[src/rtl/core/polyphonic_dds_tone_mixer_assert.svh]
// ---------------------------------------------------------------------------
// polyphonic dds tone mixer assertion macros
// concurrent check shorthands shared by the rtl that asserts
// ---------------------------------------------------------------------------
`ifndef POLYPHONIC_DDS_TONE_MIXER_ASSERT_SVH
`define POLYPHONIC_DDS_TONE_MIXER_ASSERT_SVH

// same-cycle implication, ignored while in reset
`define PTM_ASSERT_IMPL(label, clk, rst_n, ante, cons) \
    label: assert property (@(posedge clk) disable iff (!rst_n) (ante) |-> (cons)) \
        else $error("%m: implication check failed");

// next-cycle implication, ignored while in reset
`define PTM_ASSERT_NEXT(label, clk, rst_n, ante, cons) \
    label: assert property (@(posedge clk) disable iff (!rst_n) (ante) |=> (cons)) \
        else $error("%m: next-cycle check failed");

`endif

[src/rtl/core/ptm_pkg.sv]
// ---------------------------------------------------------------------------
// ptm_pkg
// shared types, constants and the sine table of the tone mixer
// ---------------------------------------------------------------------------
package ptm_pkg;

    localparam int VOICES_DEF     = 4;
    localparam int PHASE_W        = 16;
    localparam int SHIFT_W        = 3;
    localparam int CNT_W          = 20;
    localparam int RATE_MHZ       = 10121457;
    localparam int SAMPLES_PER_MS = 10;
    localparam int MAX_VOLUME     = 7;

    // phase step as a reciprocal multiply: estimate is low by at most one
    localparam int STEP_NUM   = 65535;
    localparam int STEP_SHIFT = 24;
    localparam int STEP_Q_W   = 17;
    localparam logic [STEP_Q_W-1:0] STEP_RECIP =
        STEP_Q_W'((longint'(STEP_NUM) << STEP_SHIFT) / longint'(RATE_MHZ));

    // serial divider geometry for the mix average
    localparam int DIV_D_W    = 24;
    localparam int DIV_Q_W    = 17;
    localparam int DIV_S_W    = 5;
    localparam int MIX_STEPS  = 8;

    typedef enum logic [1:0] {
        KIND_TICK = 2'd0,
        KIND_PLAY = 2'd1,
        KIND_STOP = 2'd2
    } kind_t;

    // one voice entry as stored in the voice memory
    typedef struct packed {
        logic [PHASE_W-1:0] phase;
        logic [PHASE_W-1:0] step;
        logic [SHIFT_W-1:0] shift;
        logic [CNT_W-1:0]   count;
        logic [CNT_W-1:0]   limit;
    } voice_t;

    typedef struct packed {
        logic               start;
        logic [DIV_S_W-1:0] steps;
    } div_cmd_t;

    typedef struct packed {
        logic busy;
        logic done;
    } div_stat_t;

    localparam logic [7:0] QUARTER_WAVE [64] = '{
        8'h80, 8'h83, 8'h86, 8'h89, 8'h8c, 8'h8f, 8'h92, 8'h95,
        8'h98, 8'h9c, 8'h9f, 8'ha2, 8'ha5, 8'ha8, 8'hab, 8'hae,
        8'hb0, 8'hb3, 8'hb6, 8'hb9, 8'hbc, 8'hbf, 8'hc1, 8'hc4,
        8'hc7, 8'hc9, 8'hcc, 8'hce, 8'hd1, 8'hd3, 8'hd5, 8'hd8,
        8'hda, 8'hdc, 8'hde, 8'he0, 8'he2, 8'he4, 8'he6, 8'he8,
        8'hea, 8'heb, 8'hed, 8'hef, 8'hf0, 8'hf2, 8'hf3, 8'hf4,
        8'hf6, 8'hf7, 8'hf8, 8'hf9, 8'hfa, 8'hfb, 8'hfb, 8'hfc,
        8'hfd, 8'hfd, 8'hfe, 8'hfe, 8'hfe, 8'hff, 8'hff, 8'hff
    };

    // full sine from the quarter table, mirrored and inverted by quadrant
    function automatic logic [7:0] wave_at(input logic [7:0] x);
        logic [7:0] w;
        case (x[7:6])
            2'd0:    w = QUARTER_WAVE[x[5:0]];
            2'd1:    w = QUARTER_WAVE[~x[5:0]];
            2'd2:    w = ~QUARTER_WAVE[x[5:0]];
            default: w = ~QUARTER_WAVE[~x[5:0]];
        endcase
        return w;
    endfunction

endpackage

[src/rtl/core/ptm_ram.sv]
// ---------------------------------------------------------------------------
// ptm_ram
// generic single-write, single-read ram with registered read data
// ---------------------------------------------------------------------------
module ptm_ram #(
    parameter int WIDTH = 8,
    parameter int DEPTH = 4,
    parameter int AW    = (DEPTH > 1) ? $clog2(DEPTH) : 1
) (
    input  logic             clk,
    input  logic             we,
    input  logic [AW-1:0]    waddr,
    input  logic [WIDTH-1:0] wdata,
    input  logic [AW-1:0]    raddr,
    output logic [WIDTH-1:0] rdata
);

    logic [WIDTH-1:0] mem_reg [DEPTH];
    logic [WIDTH-1:0] rdata_reg;

    always_ff @(posedge clk)
    begin
        if (we)
        begin
            mem_reg[waddr] <= wdata;
        end
        rdata_reg <= mem_reg[raddr];
    end

    assign rdata = rdata_reg;

endmodule

[src/rtl/core/ptm_div.sv]
// ---------------------------------------------------------------------------
// ptm_div
// restoring divider, one quotient bit per cycle
// ---------------------------------------------------------------------------
module ptm_div (
    input  logic                          clk,
    input  logic                          rst_n,
    input  ptm_pkg::div_cmd_t             cmd,
    input  logic [ptm_pkg::DIV_D_W-1:0]   rem_init,
    input  logic [ptm_pkg::DIV_Q_W-1:0]   low_init,
    input  logic [ptm_pkg::DIV_D_W-1:0]   divisor,
    output ptm_pkg::div_stat_t            stat,
    output logic [ptm_pkg::DIV_Q_W-1:0]   quot
);
    import ptm_pkg::*;

    logic [DIV_D_W-1:0] rem_reg, rem_next;
    logic [DIV_Q_W-1:0] low_reg, low_next;
    logic [DIV_Q_W-1:0] quot_reg, quot_next;
    logic [DIV_D_W-1:0] dvs_reg, dvs_next;
    logic [DIV_S_W-1:0] cnt_reg, cnt_next;
    logic               busy_reg, busy_next;
    logic               done_reg, done_next;
    logic [DIV_D_W:0]   trial;
    logic               fits;

    // remainder stays below the divisor, so one extra bit holds the trial
    assign trial = {rem_reg, low_reg[DIV_Q_W-1]};
    assign fits  = trial >= {1'b0, dvs_reg};

    always_comb
    begin
        rem_next  = rem_reg;
        low_next  = low_reg;
        quot_next = quot_reg;
        dvs_next  = dvs_reg;
        cnt_next  = cnt_reg;
        busy_next = busy_reg;
        done_next = 1'b0;
        if (cmd.start)
        begin
            rem_next  = rem_init;
            low_next  = low_init;
            quot_next = '0;
            dvs_next  = divisor;
            cnt_next  = cmd.steps;
            busy_next = 1'b1;
        end
        else if (busy_reg)
        begin
            rem_next  = fits ? DIV_D_W'(trial - {1'b0, dvs_reg}) : trial[DIV_D_W-1:0];
            low_next  = {low_reg[DIV_Q_W-2:0], 1'b0};
            quot_next = {quot_reg[DIV_Q_W-2:0], fits};
            cnt_next  = cnt_reg - 1'b1;
            if (cnt_reg == DIV_S_W'(1))
            begin
                busy_next = 1'b0;
                done_next = 1'b1;
            end
        end
    end

    always_ff @(posedge clk or negedge rst_n)
    begin
        if (!rst_n)
        begin
            busy_reg <= 1'b0;
            done_reg <= 1'b0;
            cnt_reg  <= '0;
        end
        else
        begin
            busy_reg <= busy_next;
            done_reg <= done_next;
            cnt_reg  <= cnt_next;
        end
    end

    always_ff @(posedge clk)
    begin
        rem_reg  <= rem_next;
        low_reg  <= low_next;
        quot_reg <= quot_next;
        dvs_reg  <= dvs_next;
    end

    assign stat.busy = busy_reg;
    assign stat.done = done_reg;
    assign quot      = quot_reg;

endmodule

[src/rtl/core/ptm_voice.sv]
// ---------------------------------------------------------------------------
// ptm_voice
// one voice update: table lookup, volume shift, phase and count advance
// ---------------------------------------------------------------------------
module ptm_voice (
    input  ptm_pkg::voice_t cur,
    output ptm_pkg::voice_t nxt,
    output logic [7:0]      smp,
    output logic            expired
);
    import ptm_pkg::*;

    logic [7:0] raw;

    assign raw = wave_at(cur.phase[PHASE_W-1:PHASE_W-8]);
    assign smp = raw >> cur.shift;

    always_comb
    begin
        nxt       = cur;
        nxt.phase = PHASE_W'(cur.phase + cur.step);
        nxt.count = CNT_W'(cur.count + 1'b1);
    end

    assign expired = (nxt.count == cur.limit);

endmodule

[src/rtl/core/polyphonic_dds_tone_mixer.sv]
// ---------------------------------------------------------------------------
// polyphonic_dds_tone_mixer
// multi-voice dds sine tone generator with averaging mixer
// ---------------------------------------------------------------------------
// One beat in gives one beat out; a new beat is taken only once the previous
// result has been registered and the sequencer is back in idle. A tick beat
// with playback on walks the voice memory one entry per cycle (read, update,
// write back) and then averages the live voices through the serial divider:
// a setup state that starts it, eight quotient steps and a wait state that
// sees the divider finish. If no voice was live the divide is skipped. A play
// beat that finds a free voice takes the phase step from a reciprocal
// multiply, a back multiply and a one-step correction, in the states estimate,
// multiply and write. Stop, dropped play, idle tick and unused beats go
// straight to the result state. The memory needs no clearing pass: an entry is
// only used once a play has written it in full. The finished result sits in an
// output register so a new beat is taken while the previous result still waits
// downstream; only a second result waiting stalls the sequencer.
// ---------------------------------------------------------------------------
`include "polyphonic_dds_tone_mixer_assert.svh"

module polyphonic_dds_tone_mixer #(
    parameter int VOICES = ptm_pkg::VOICES_DEF
) (
    input  logic        clk,
    input  logic        rst_n,
    input  logic        in_valid,
    output logic        in_ready,
    input  logic [1:0]  kind,
    input  logic [23:0] frequency_mhz,
    input  logic [15:0] duration_ms,
    input  logic [2:0]  volume,
    output logic        out_valid,
    input  logic        out_ready,
    output logic [7:0]  sample,
    output logic        sample_valid,
    output logic        busy_res,
    output logic        dropped
);
    import ptm_pkg::*;

    localparam int VIDX_W = (VOICES > 1) ? $clog2(VOICES) : 1;
    localparam int VCNT_W = $clog2(VOICES + 1);
    localparam int NUM_W  = $clog2(VOICES + 1);
    localparam int SUM_W  = 9 + $clog2(VOICES);
    localparam int VW     = $bits(voice_t);
    localparam int PROD_W = 24 + STEP_Q_W;

    typedef enum logic [2:0] {
        S_IDLE,
        S_SCAN,
        S_MIX,
        S_MIX_DIV,
        S_PLAY_EST,
        S_PLAY_MUL,
        S_PLAY_WR,
        S_DONE
    } state_t;

    state_t              state_reg, state_next;
    logic [VOICES-1:0]   live_reg, live_next;
    logic                play_reg, play_next;
    logic [VCNT_W-1:0]   rd_idx_reg, rd_idx_next;
    logic                pend_reg, pend_next;
    logic [VIDX_W-1:0]   pend_idx_reg, pend_idx_next;
    logic [SUM_W-1:0]    sum_reg, sum_next;
    logic [NUM_W-1:0]    num_reg, num_next;
    logic [VIDX_W-1:0]   slot_reg, slot_next;
    logic [15:0]         dur_reg, dur_next;
    logic [2:0]          vol_reg, vol_next;
    logic [23:0]         freq_reg, freq_next;
    logic [STEP_Q_W-1:0] est_reg, est_next;
    logic [PROD_W-1:0]   back_reg, back_next;
    // result being built
    logic [7:0]          r_smp_reg, r_smp_next;
    logic                r_sv_reg, r_sv_next;
    logic                r_drop_reg, r_drop_next;
    // output register
    logic                ov_reg, ov_next;
    logic [7:0]          o_smp_reg, o_smp_next;
    logic                o_sv_reg, o_sv_next;
    logic                o_busy_reg, o_busy_next;
    logic                o_drop_reg, o_drop_next;

    // voice memory ports
    logic                ram_we;
    logic [VIDX_W-1:0]   ram_waddr;
    voice_t              ram_wdata;
    logic [VIDX_W-1:0]   ram_raddr;
    logic [VW-1:0]       ram_rdata;

    voice_t              cur_voice, upd_voice, new_voice;
    logic [7:0]          voice_smp;
    logic                voice_expired;

    // divider hookup
    div_cmd_t            div_cmd;
    div_stat_t           div_stat;
    logic [DIV_D_W-1:0]  div_rem;
    logic [DIV_Q_W-1:0]  div_low;
    logic [DIV_D_W-1:0]  div_dvs;
    logic [DIV_Q_W-1:0]  div_quot;

    // phase step datapath
    logic [39:0]         step_prod;
    logic [PROD_W-1:0]   est_prod;
    logic [PROD_W-1:0]   back_prod;
    logic [PROD_W-1:0]   step_rem;
    logic                step_fix;

    // free voice search, lowest index wins
    logic                free_found;
    logic [VIDX_W-1:0]   free_idx;

    always_comb
    begin
        free_found = 1'b0;
        free_idx   = '0;
        for (int v = VOICES - 1; v >= 0; v--)
        begin
            if (!live_reg[v])
            begin
                free_found = 1'b1;
                free_idx   = VIDX_W'(v);
            end
        end
    end

    // frequency times 0xffff as shift and subtract
    assign step_prod = {freq_reg, 16'h0000} - {16'h0000, freq_reg};

    // estimate of the step, at most one below the true quotient
    assign est_prod  = {{STEP_Q_W{1'b0}}, freq_reg} * {24'd0, STEP_RECIP};
    // estimate times the rate constant, subtracted to get the remainder
    assign back_prod = {24'd0, est_reg} * PROD_W'(RATE_MHZ);
    assign step_rem  = PROD_W'(step_prod) - back_reg;
    assign step_fix  = (step_rem >= PROD_W'(RATE_MHZ));

    assign cur_voice = ram_rdata;

    ptm_ram #(
        .WIDTH (VW),
        .DEPTH (VOICES),
        .AW    (VIDX_W)
    ) u_voice_ram (
        .clk   (clk),
        .we    (ram_we),
        .waddr (ram_waddr),
        .wdata (ram_wdata),
        .raddr (ram_raddr),
        .rdata (ram_rdata)
    );

    ptm_voice u_voice (
        .cur     (cur_voice),
        .nxt     (upd_voice),
        .smp     (voice_smp),
        .expired (voice_expired)
    );

    ptm_div u_div (
        .clk      (clk),
        .rst_n    (rst_n),
        .cmd      (div_cmd),
        .rem_init (div_rem),
        .low_init (div_low),
        .divisor  (div_dvs),
        .stat     (div_stat),
        .quot     (div_quot)
    );

    // entry written by a play beat once its step is known
    always_comb
    begin
        new_voice       = '0;
        new_voice.step  = est_reg[PHASE_W-1:0] + PHASE_W'(step_fix);
        new_voice.shift = SHIFT_W'(MAX_VOLUME) - vol_reg;
        new_voice.limit = CNT_W'(dur_reg * SAMPLES_PER_MS);
    end

    assign in_ready = (state_reg == S_IDLE);

    always_comb
    begin
        state_next    = state_reg;
        live_next     = live_reg;
        play_next     = play_reg;
        rd_idx_next   = rd_idx_reg;
        pend_next     = 1'b0;
        pend_idx_next = pend_idx_reg;
        sum_next      = sum_reg;
        num_next      = num_reg;
        slot_next     = slot_reg;
        dur_next      = dur_reg;
        vol_next      = vol_reg;
        freq_next     = freq_reg;
        est_next      = est_reg;
        back_next     = back_reg;
        r_smp_next    = r_smp_reg;
        r_sv_next     = r_sv_reg;
        r_drop_next   = r_drop_reg;
        ov_next       = ov_reg;
        o_smp_next    = o_smp_reg;
        o_sv_next     = o_sv_reg;
        o_busy_next   = o_busy_reg;
        o_drop_next   = o_drop_reg;

        ram_we    = 1'b0;
        ram_waddr = pend_idx_reg;
        ram_wdata = upd_voice;
        ram_raddr = rd_idx_reg[VIDX_W-1:0];

        div_cmd = '0;
        div_rem = '0;
        div_low = '0;
        div_dvs = '0;

        // output register drains independently of the sequencer
        if (ov_reg && out_ready)
        begin
            ov_next = 1'b0;
        end

        case (state_reg)
            S_IDLE:
            begin
                if (in_valid)
                begin
                    r_smp_next  = '0;
                    r_sv_next   = 1'b0;
                    r_drop_next = 1'b0;
                    state_next  = S_DONE;
                    case (kind)
                        KIND_TICK:
                        begin
                            if (play_reg)
                            begin
                                rd_idx_next = '0;
                                sum_next    = '0;
                                num_next    = '0;
                                state_next  = S_SCAN;
                            end
                        end
                        KIND_PLAY:
                        begin
                            play_next = 1'b1;
                            if (free_found)
                            begin
                                slot_next  = free_idx;
                                dur_next   = duration_ms;
                                vol_next   = volume;
                                freq_next  = frequency_mhz;
                                state_next = S_PLAY_EST;
                            end
                            else
                            begin
                                r_drop_next = 1'b1;
                            end
                        end
                        KIND_STOP:
                        begin
                            live_next = '0;
                        end
                        default:
                        begin
                            // unused code, result carries only the busy flag
                        end
                    endcase
                end
            end

            S_SCAN:
            begin
                // issue a read per cycle, update the entry read in the previous cycle;
                // write and read addresses never coincide during the walk
                if (rd_idx_reg < VCNT_W'(VOICES))
                begin
                    pend_next     = 1'b1;
                    pend_idx_next = rd_idx_reg[VIDX_W-1:0];
                    rd_idx_next   = VCNT_W'(rd_idx_reg + 1'b1);
                end
                if (pend_reg)
                begin
                    if (live_reg[pend_idx_reg])
                    begin
                        ram_we   = 1'b1;
                        sum_next = SUM_W'(sum_reg + SUM_W'(voice_smp));
                        num_next = NUM_W'(num_reg + 1'b1);
                        if (voice_expired)
                        begin
                            live_next[pend_idx_reg] = 1'b0;
                        end
                    end
                    if (pend_idx_reg == VIDX_W'(VOICES - 1))
                    begin
                        state_next = S_MIX;
                    end
                end
            end

            S_MIX:
            begin
                r_sv_next = 1'b1;
                if (num_reg == '0)
                begin
                    // nothing live: silence and leave playback
                    r_smp_next = '0;
                    play_next  = 1'b0;
                    state_next = S_DONE;
                end
                else
                begin
                    // average is below 256, so eight steps suffice
                    div_cmd.start = 1'b1;
                    div_cmd.steps = DIV_S_W'(MIX_STEPS);
                    div_rem       = DIV_D_W'(sum_reg >> MIX_STEPS);
                    div_low       = {sum_reg[MIX_STEPS-1:0], (DIV_Q_W - MIX_STEPS)'(0)};
                    div_dvs       = DIV_D_W'(num_reg);
                    state_next    = S_MIX_DIV;
                end
            end

            S_MIX_DIV:
            begin
                if (div_stat.done)
                begin
                    r_smp_next = div_quot[7:0];
                    state_next = S_DONE;
                end
            end

            S_PLAY_EST:
            begin
                est_next   = est_prod[STEP_SHIFT +: STEP_Q_W];
                state_next = S_PLAY_MUL;
            end

            S_PLAY_MUL:
            begin
                back_next  = back_prod;
                state_next = S_PLAY_WR;
            end

            S_PLAY_WR:
            begin
                // remainder still holds one divisor: the estimate was one low
                ram_we              = 1'b1;
                ram_waddr           = slot_reg;
                ram_wdata           = new_voice;
                live_next[slot_reg] = 1'b1;
                state_next          = S_DONE;
            end

            S_DONE:
            begin
                if (!ov_reg || out_ready)
                begin
                    ov_next     = 1'b1;
                    o_smp_next  = r_smp_reg;
                    o_sv_next   = r_sv_reg;
                    o_busy_next = (|live_reg) | play_reg;
                    o_drop_next = r_drop_reg;
                    state_next  = S_IDLE;
                end
            end

            default:
            begin
                state_next = S_IDLE;
            end
        endcase
    end

    always_ff @(posedge clk or negedge rst_n)
    begin
        if (!rst_n)
        begin
            state_reg  <= S_IDLE;
            live_reg   <= '0;
            play_reg   <= 1'b0;
            rd_idx_reg <= '0;
            pend_reg   <= 1'b0;
            ov_reg     <= 1'b0;
        end
        else
        begin
            state_reg  <= state_next;
            live_reg   <= live_next;
            play_reg   <= play_next;
            rd_idx_reg <= rd_idx_next;
            pend_reg   <= pend_next;
            ov_reg     <= ov_next;
        end
    end

    always_ff @(posedge clk)
    begin
        pend_idx_reg <= pend_idx_next;
        sum_reg      <= sum_next;
        num_reg      <= num_next;
        slot_reg     <= slot_next;
        dur_reg      <= dur_next;
        vol_reg      <= vol_next;
        freq_reg     <= freq_next;
        est_reg      <= est_next;
        back_reg     <= back_next;
        r_smp_reg    <= r_smp_next;
        r_sv_reg     <= r_sv_next;
        r_drop_reg   <= r_drop_next;
        o_smp_reg    <= o_smp_next;
        o_sv_reg     <= o_sv_next;
        o_busy_reg   <= o_busy_next;
        o_drop_reg   <= o_drop_next;
    end

    assign out_valid    = ov_reg;
    assign sample       = o_smp_reg;
    assign sample_valid = o_sv_reg;
    assign busy_res     = o_busy_reg;
    assign dropped      = o_drop_reg;

    // an accepted beat always takes the sequencer out of idle
    `PTM_ASSERT_NEXT(a_accept_leaves_idle, clk, rst_n, in_valid && in_ready, !in_ready)
    // a nonzero mix means a voice was live, so playback is still on
    `PTM_ASSERT_IMPL(a_sound_implies_busy, clk, rst_n, ov_reg && (o_smp_reg != '0), o_busy_reg)
    // a drop only comes from a play beat, never with a tick sample
    `PTM_ASSERT_IMPL(a_drop_not_tick, clk, rst_n, ov_reg && o_drop_reg, !o_sv_reg)
    // memory walk never writes the entry it is reading
    `PTM_ASSERT_IMPL(a_scan_no_overlap, clk, rst_n,
        ram_we && (state_reg == S_SCAN) && pend_next, ram_waddr != ram_raddr)
    // divider results arrive only while a divide is awaited
    `PTM_ASSERT_IMPL(a_div_done_expected, clk, rst_n, div_stat.done, state_reg == S_MIX_DIV)

endmodule
[config.mk]
export PLATFORM = sky130hd
export DESIGN_NAME = polyphonic_dds_tone_mixer
export DESIGN_NICKNAME = d
export VERILOG_FILES = /design/src/rtl/core/ptm_pkg.sv /design/src/rtl/core/ptm_ram.sv /design/src/rtl/core/ptm_div.sv /design/src/rtl/core/ptm_voice.sv /design/src/rtl/core/polyphonic_dds_tone_mixer.sv
export VERILOG_INCLUDE_DIRS = /design/src /design/src/rtl/core
export SDC_FILE = /design/constraint.sdc
export NUM_CORES = 2
export LEC_CHECK = 0
export ABC_AREA = 1
export BUFFER_PORTS_ARGS = -buffer_cell sky130_fd_sc_hd__buf_2
export CAP_MARGIN = 30
export CORE_ASPECT_RATIO = 0.9
export CORE_MARGIN = 3
export CORE_UTILIZATION = 40
export CTS_BUF_LIST = sky130_fd_sc_hd__clkbuf_16
export DETAILED_ROUTE_END_ITERATION = 12
export SLEW_MARGIN = 20
export SYNTH_ARGS = -nofsm -noshare
export SYNTH_HDL_FRONTEND = slang
export SYNTH_SLANG_ARGS = --single-unit
[constraint.sdc]
create_clock -name clk -period 4.9 [get_ports clk]
set_clock_uncertainty 0.15 [all_clocks]
set_input_delay 0.49 -clock clk [delete_from_list [all_inputs] [get_ports clk]]
set_output_delay 0.49 -clock clk [all_outputs]
set_load 0.005 [all_outputs]
# After elaboration in Yosys (flattened, before gate mapping)
# Memory sizes are Yosys's and may differ from the RTL's. A register that Yosys moved wholly into a read port is not among the register bits.
# Cells that the tools add are included.
[totals]
regBits = 233
ram_bits = 300
mem_bits_ro = 1024
inputBits = 49
out_inout_bits = 13
memories = 3
[classes]
n_addsub = 11
n_mul = 3
magnitude_cmp = 9
eq_ne = 27
n_shift = 1
mux = 90
n_bitwise = 10
n_reduce_logical = 28
[memory_table]
columns = ["name", "words", "word_bits", "rd", "rd_ports_with_merged_regs", "write_ports", "line", "text"]
rows = [
  ["(name not given)", 64, 8, 1, 0, 0, "ptm_pkg.sv:69", "2'd1: w = QUARTER_WAVE[~x[5:0]];"],
  ["(name not given)", 64, 8, 1, 0, 0, "ptm_pkg.sv:68", "2'd0: w = QUARTER_WAVE[x[5:0]];"],
  ["u_voice_ram.mem_reg", 4, 75, 1, 1, 1, "ptm_ram.sv:18", "logic [WIDTH-1:0] mem_reg [DEPTH];"],
]
[op_table]
columns = ["cell", "count"]
rows = [
  ["2-to-1 mux 75 bit", 1],
  ["2-to-1 mux 24 bit", 3],
  ["2-to-1 mux 17 bit", 4],
  ["2-to-1 mux 8 bit", 7],
  ["2-to-1 mux 11 bit", 5],
  ["case mux 8 bit (3 select lines)", 2],
  ["2-to-1 mux 3 bit", 15],
  ["greater-or-equal comparator 41 x 24 -> 1 bit (second input constant)", 1],
  ["multiplier 17 x 24 -> 41 bit (second input constant)", 1],
  ["subtractor 40 x 41 -> 41 bit", 1],
  ["multiplier 24 x 16 -> 40 bit (second input constant)", 1],
  ["subtractor 40 x 24 -> 40 bit", 1],
  ["2-to-1 mux 1 bit", 28],
  ["greater-or-equal comparator 25 x 24 -> 1 bit", 1],
  ["case mux 3 bit (8 select lines)", 1],
  ["subtractor 24 bit", 1],
  ["case mux 11 bit (2 select lines)", 1],
  ["adder 20 x 1 -> 20 bit (second input constant)", 1],
  ["== test 20 bit", 1],
  ["2-to-1 mux 4 bit", 5],
  ["multiplier 16 x 3 -> 19 bit (second input constant)", 1],
  ["case mux 3 bit (2 select lines)", 3],
  ["adder 16 x 1 -> 16 bit", 1],
  ["adder 16 bit", 1],
  ["other kinds (45)", 92],
]

# Logic depth before layout (Yosys ltp)
[depth]
depth_word = 12
ltp_mapped = 42

# Modules after synthesis
# Synthesis repeated with hierarchy kept, for this count alone.
[hier_totals]
hier_cells = 5803
area_unflattened_um2 = 48612.9
[by_module_without_submodules]
columns = ["mod", "n_inst", "cells_each", "area_each_um2"]
rows = [
  ["polyphonic_dds_tone_mixer", 1, 3166, 25545.8],
  ["ptm_ram", 1, 1258, 14143.6],
  ["ptm_div", 1, 748, 5634.2],
  ["ptm_voice", 1, 631, 3289.4],
]

# Worst setup path after synthesis
# Ideal clock, no wire load.
[synth_path]
path_type = "register to register"
start = "reg freq_reg[8]"
end = "reg est_reg[14] (data pin)"
t_arrival_ps = 5020
slack_ps = -523
path_stages_with_launch = 21
path_buffers = 0
synth_period_minus_slack_ps = 5423
cell_sequence = "edfxtp_1 > inv_1 > ha_1 > inv_1 > fa_1 > inv_1 > fa_1 > fa_1 > fa_1 > fa_1 > ha_1 > nand2_1 > nor4_1 > nand3_1 > nand3_1 > a21oi_1 > nand2b_1 > inv_1 > nand2_1 > nand3_1 > nand2_1"
[synth_between]
elab_chain_len = 1
[synth_rtl]
columns = ["element", "line", "text"]
rows = [
  ["start: declaration", "polyphonic_dds_tone_mixer.sv:70", "logic [23:0] freq_reg, freq_next;"],
  ["start signal: assignment", "polyphonic_dds_tone_mixer.sv:403", "freq_reg <= freq_next;"],
  ["multiplier 24 x 16 -> 40 bit", "polyphonic_dds_tone_mixer.sv:132", "assign est_prod = {{STEP_Q_W{1'b0}}, freq_reg} * {24'd0, STEP_RECIP};"],
  ["named net est_prod[38]", "polyphonic_dds_tone_mixer.sv:105", "logic [PROD_W-1:0] est_prod;"],
  ["end signal: assignment", "polyphonic_dds_tone_mixer.sv:404", "est_reg <= est_next;"],
  ["end: declaration", "polyphonic_dds_tone_mixer.sv:71", "logic [STEP_Q_W-1:0] est_reg, est_next;"],
]
# The timed path passes the listed nets, and every way through them passes these cells.
# A chain may end at the register's enable or synchronous reset.

# Final worst setup path
[layout_path]
start = "reg est_reg[14]"
end = "reg back_reg[29] (data pin)"
[layout_between]
elab_chain_len = 1
[layout_rtl]
columns = ["element", "line", "text"]
rows = [
  ["multiplier 17 x 24 -> 41 bit", "polyphonic_dds_tone_mixer.sv:134", "assign back_prod = {24'd0, est_reg} * PROD_W'(RATE_MHZ);"],
  ["named net back_prod[29]", "polyphonic_dds_tone_mixer.sv:106", "logic [PROD_W-1:0] back_prod;"],
  ["end signal: assignment", "polyphonic_dds_tone_mixer.sv:405", "back_reg <= back_next;"],
  ["end: declaration", "polyphonic_dds_tone_mixer.sv:72", "logic [PROD_W-1:0] back_reg, back_next;"],
]
# The timed path passes the listed nets, and every way through them passes these cells.

==> results.toml <==
[layout]
synthToLayoutAreaGrowth_pct = 28.41
mostFrequentLayoutCell = "nand2_1"
largest_register_ff_count = 300
drive_gt1_frac = 0.2493
filler_cell_count = 9528
layout_common_cells = "715 x nand2_1, 696 x inv_1, 528 x buf_4, 475 x edfxtp_1, 427 x nor2_1"
design.final.nets = 6154

[timing]
fmax_mhz = 184.2
slew-limit-headroom = 0.3625
timing.final.hold_violations = 0
setup_slack_of_the_critical_path_after_layout_ns = -0.5295
final.setup.tns_ns = -33.16
final-max-slew-violation-count = 0
post-route-period-util = 1.108
grt_setup_unrepaired = "true"
max_slew.worst_pin.slew_ns = 0.9563
final.min_clock_period_ns = 5.430
finalSetupViolations = 103

[clocking]
tritoncts_clock_tree = "yes"
clk_pin_slew_worst_setup_hold_paths_ns = 0.06
cts_sinks = 578
cts_root_buf = "clkbuf_16"
clk_latency_ns = 0.65
cts-buffers-inserted = 59
h-tree-depth = 2
max-clock-path-buffers = 3

[worst_setup_path]
critical_path_class = "reg -> reg"
r2r_end = "back_reg[29]"
crit_path_launch = "est_reg[14]"
startpoint_type = "flip-flop"
cpMostUsedCell = "fa_2"
r2r_setup_slack_ns = -0.53
max_stage_delay_ns = 0.62
critical_path_buf_inv_count = 4
cpMaxStageDelayCell = "fa_1"
cpLargestDelayFamily = "adder cells"
crit_path_cell_trace = "fa_1 > inv_2 > fa_2 > fa_1 > inv_2 > fa_2 > fa_2 > fa_2 > ha_4 > a21o_1 > a21oi_2 > o21ai_1 > a21oi_1 > nand2_2 > buf_4 > buf_6 > xor2_1"
timing.critical_path.fanout_max = 4
critical_path_cell_count = 17
timing.critical_path.to_type = "flip-flop"
worstRegToRegCells = 17
timing.rr.start = "est_reg[14]"
crit_required_ns = 5.13
arrival_ns = 5.66

[die]
placement_rows = 113
design.core.area_um2 = 105800
start_util = 0.4045
area_of_the_die_um2 = 110900
dieWidth_um = 350.7
floorplan.die.height_um = 316.2
io_pins = 62

[synth]
netlist_area_um2 = 42780
synth_async_sr_flop_share = 0.03460
synth_fp_nets = 5466
synth.ff_latch_count = 578
synth_warn = 0
synth_top_flop_cell = "edfxtp_1"
synthesis.instances = 4691
synth-edff-count = 475
syn_avg_cell_area_um2 = 9.119
synthDistinctLibCells = 64
seq_area_frac_synth = 0.3840

[global_route]
grt_pass1_wl_mm = 188.9
globalRoute.totalOverflow = 0
grt_pass1_vias = 34590
globalRouteTotalUtil = 0.2162
grt_max_degree = 83
antenna_violations_before_repair = 2

[status]
status = "finished with violations"
violations = "negative setup slack"

[route]
first_pass_iteration_count_of_the_detailed_router = 7
route.detailed.drc = 0
drt_wl_total_mm = 121.0
count_of_routing_violations_after_the_opening_detailed_route_iteration = 2362
route.detailed.wl_per_inst_um = 17.77
routed-via-count = 34380
route.antenna.remaining_nets = 0
post_drt_via_cell_ratio = 5.050

[run]
maxCapViolCount = 0

[hold_path]
timing.hold.worst.class = "in -> reg"
holdCritStartpoint = "in_valid"
min_delay_worst_endpoint = "state_reg[0]"
holdPathStages = 3

[place]
detailedPlacementHpwl_mm = 91.26
io_buffers = 61
gp_congestion = 0.9633
## cells in the mapped netlist (6+ instances only)
cell / instances / area share
nand2_1: 809 / 0.071
inv_1: 744 / 0.065
nor2_1: 501 / 0.044
ha_1: 493 / 0.14
edfxtp_1: 475 / 0.33
o21ai_0: 309 / 0.036
fa_1: 233 / 0.11
a21oi_1: 203 / 0.024
nand3_1: 195 / 0.023
xor2_1: 113 / 0.023
o22ai_1: 85 / 0.012
dfxtp_1: 83 / 0.039
clkbuf_1: 66 / 0.0058
nor3_1: 44 / 0.0051
xnor2_1: 40 / 0.0082
nand4_1: 38 / 0.0056
dfrtp_1: 20 / 0.012
a21o_1: 19 / 0.0033
a31oi_1: 17 / 0.0025
o21ai_1: 17 / 0.0020
nor4_1: 14 / 0.0020
nand2_2: 12 / 0.0018
nor2_2: 12 / 0.0018
o211ai_1: 12 / 0.0021
o21a_1: 12 / 0.0021
or2_2: 12 / 0.0018
inv_2: 11 / 0.00097
buf_2: 9 / 0.0011
o21bai_1: 9 / 0.0016
nand3b_1: 6 / 0.0011
nor2_4: 6 / 0.0016
## area by class of cell
type / instances / area, um^2 / share of cell area
Clock buffer: 59 / 1476 / 0.02688
Antenna cell: 1 / 2.502 / 0.00004556
Timing Repair Buffer: 710 / 5713 / 0.1040
Multi-Input combinational cell: 3271 / 26230 / 0.4775
Sequential cell: 578 / 16430 / 0.2991
Tap cell: 1380 / 1727 / 0.03143
Inverter: 759 / 2867 / 0.05218
Clock inverter: 51 / 483.0 / 0.008792
## how the worst max path moves through the flow
| stage | to | slack [ns] |
|---|---|---|
| floorplan | u_voice_ram.mem_reg[0][0] | -0.26 |
| global placement | est_reg[14] | -0.72 |
| detailed placement | u_voice_ram.mem_reg[2][57] | -0.71 |
| CTS | est_reg[14] | -0.53 |
| global route | est_reg[14] | -0.70 |
| finish | back_reg[29] | -0.53 |
## metrics by stage
step,std cells,util,setup WS (ns),instance area [um^2],hold slack (ns)
2_1_floorplan,4691,-,-0.2615,43320,0.04441
5_1_grt,6808,0.5194,-0.7046,54930,0.05991
6_report,6809,0.5194,-0.5295,54930,0.05267
3_5_place_dp,6561,0.4642,-0.7132,49090,0.2545
4_1_cts,6773,0.5051,-0.5295,53420,0.01918
3_3_place_gp,6561,0.4642,-0.7179,49090,0.2533
## timing repair
item / in CTS / in global routing
cloned: 0 / 0
endpoints found under the hold margin: 64 / 0
setup buffers: 58 / 37
gates resized for setup: 332 / 309
hold buffers: 45 / 0
pin swaps: 148 / 181
setup endpoints to repair: 109 / 109
## metal layers
| layer | vias to the layer above | share of wire | track usage |
|---|---|---|---|
| met2 | 871 | 0.46 | 0.3500 |
| met5 | - | 0 | 0 |
| met4 | 0 | 0.030 | 0.06183 |
| li1 | 16960 | - | - |
| met3 | 175 | 0.065 | 0.04344 |
| met1 | 16370 | 0.45 | 0.2948 |
## cells by family (layout without fill, tap and decap cells)
kind of cell	count (synthesis)	count (layout)	synth area share
compound gates	718	718	0.09284
xor+xnor	155	155	0.03238
fa+ha+maj	726	726	0.2532
buf+inv	842	1579	0.07435
flops	578	578	0.3840
other cells	0	1	0
simple gates	1672	1672	0.1632
## tightest hold or removal path, cell delays in order
cell and delay, ns:
buf_2 0.10, nor2_1 0.07, a31oi_1 0.14
Power is not shown: default switching activity piles up to over one toggle a cycle in this logic, so the estimate is an artifact.
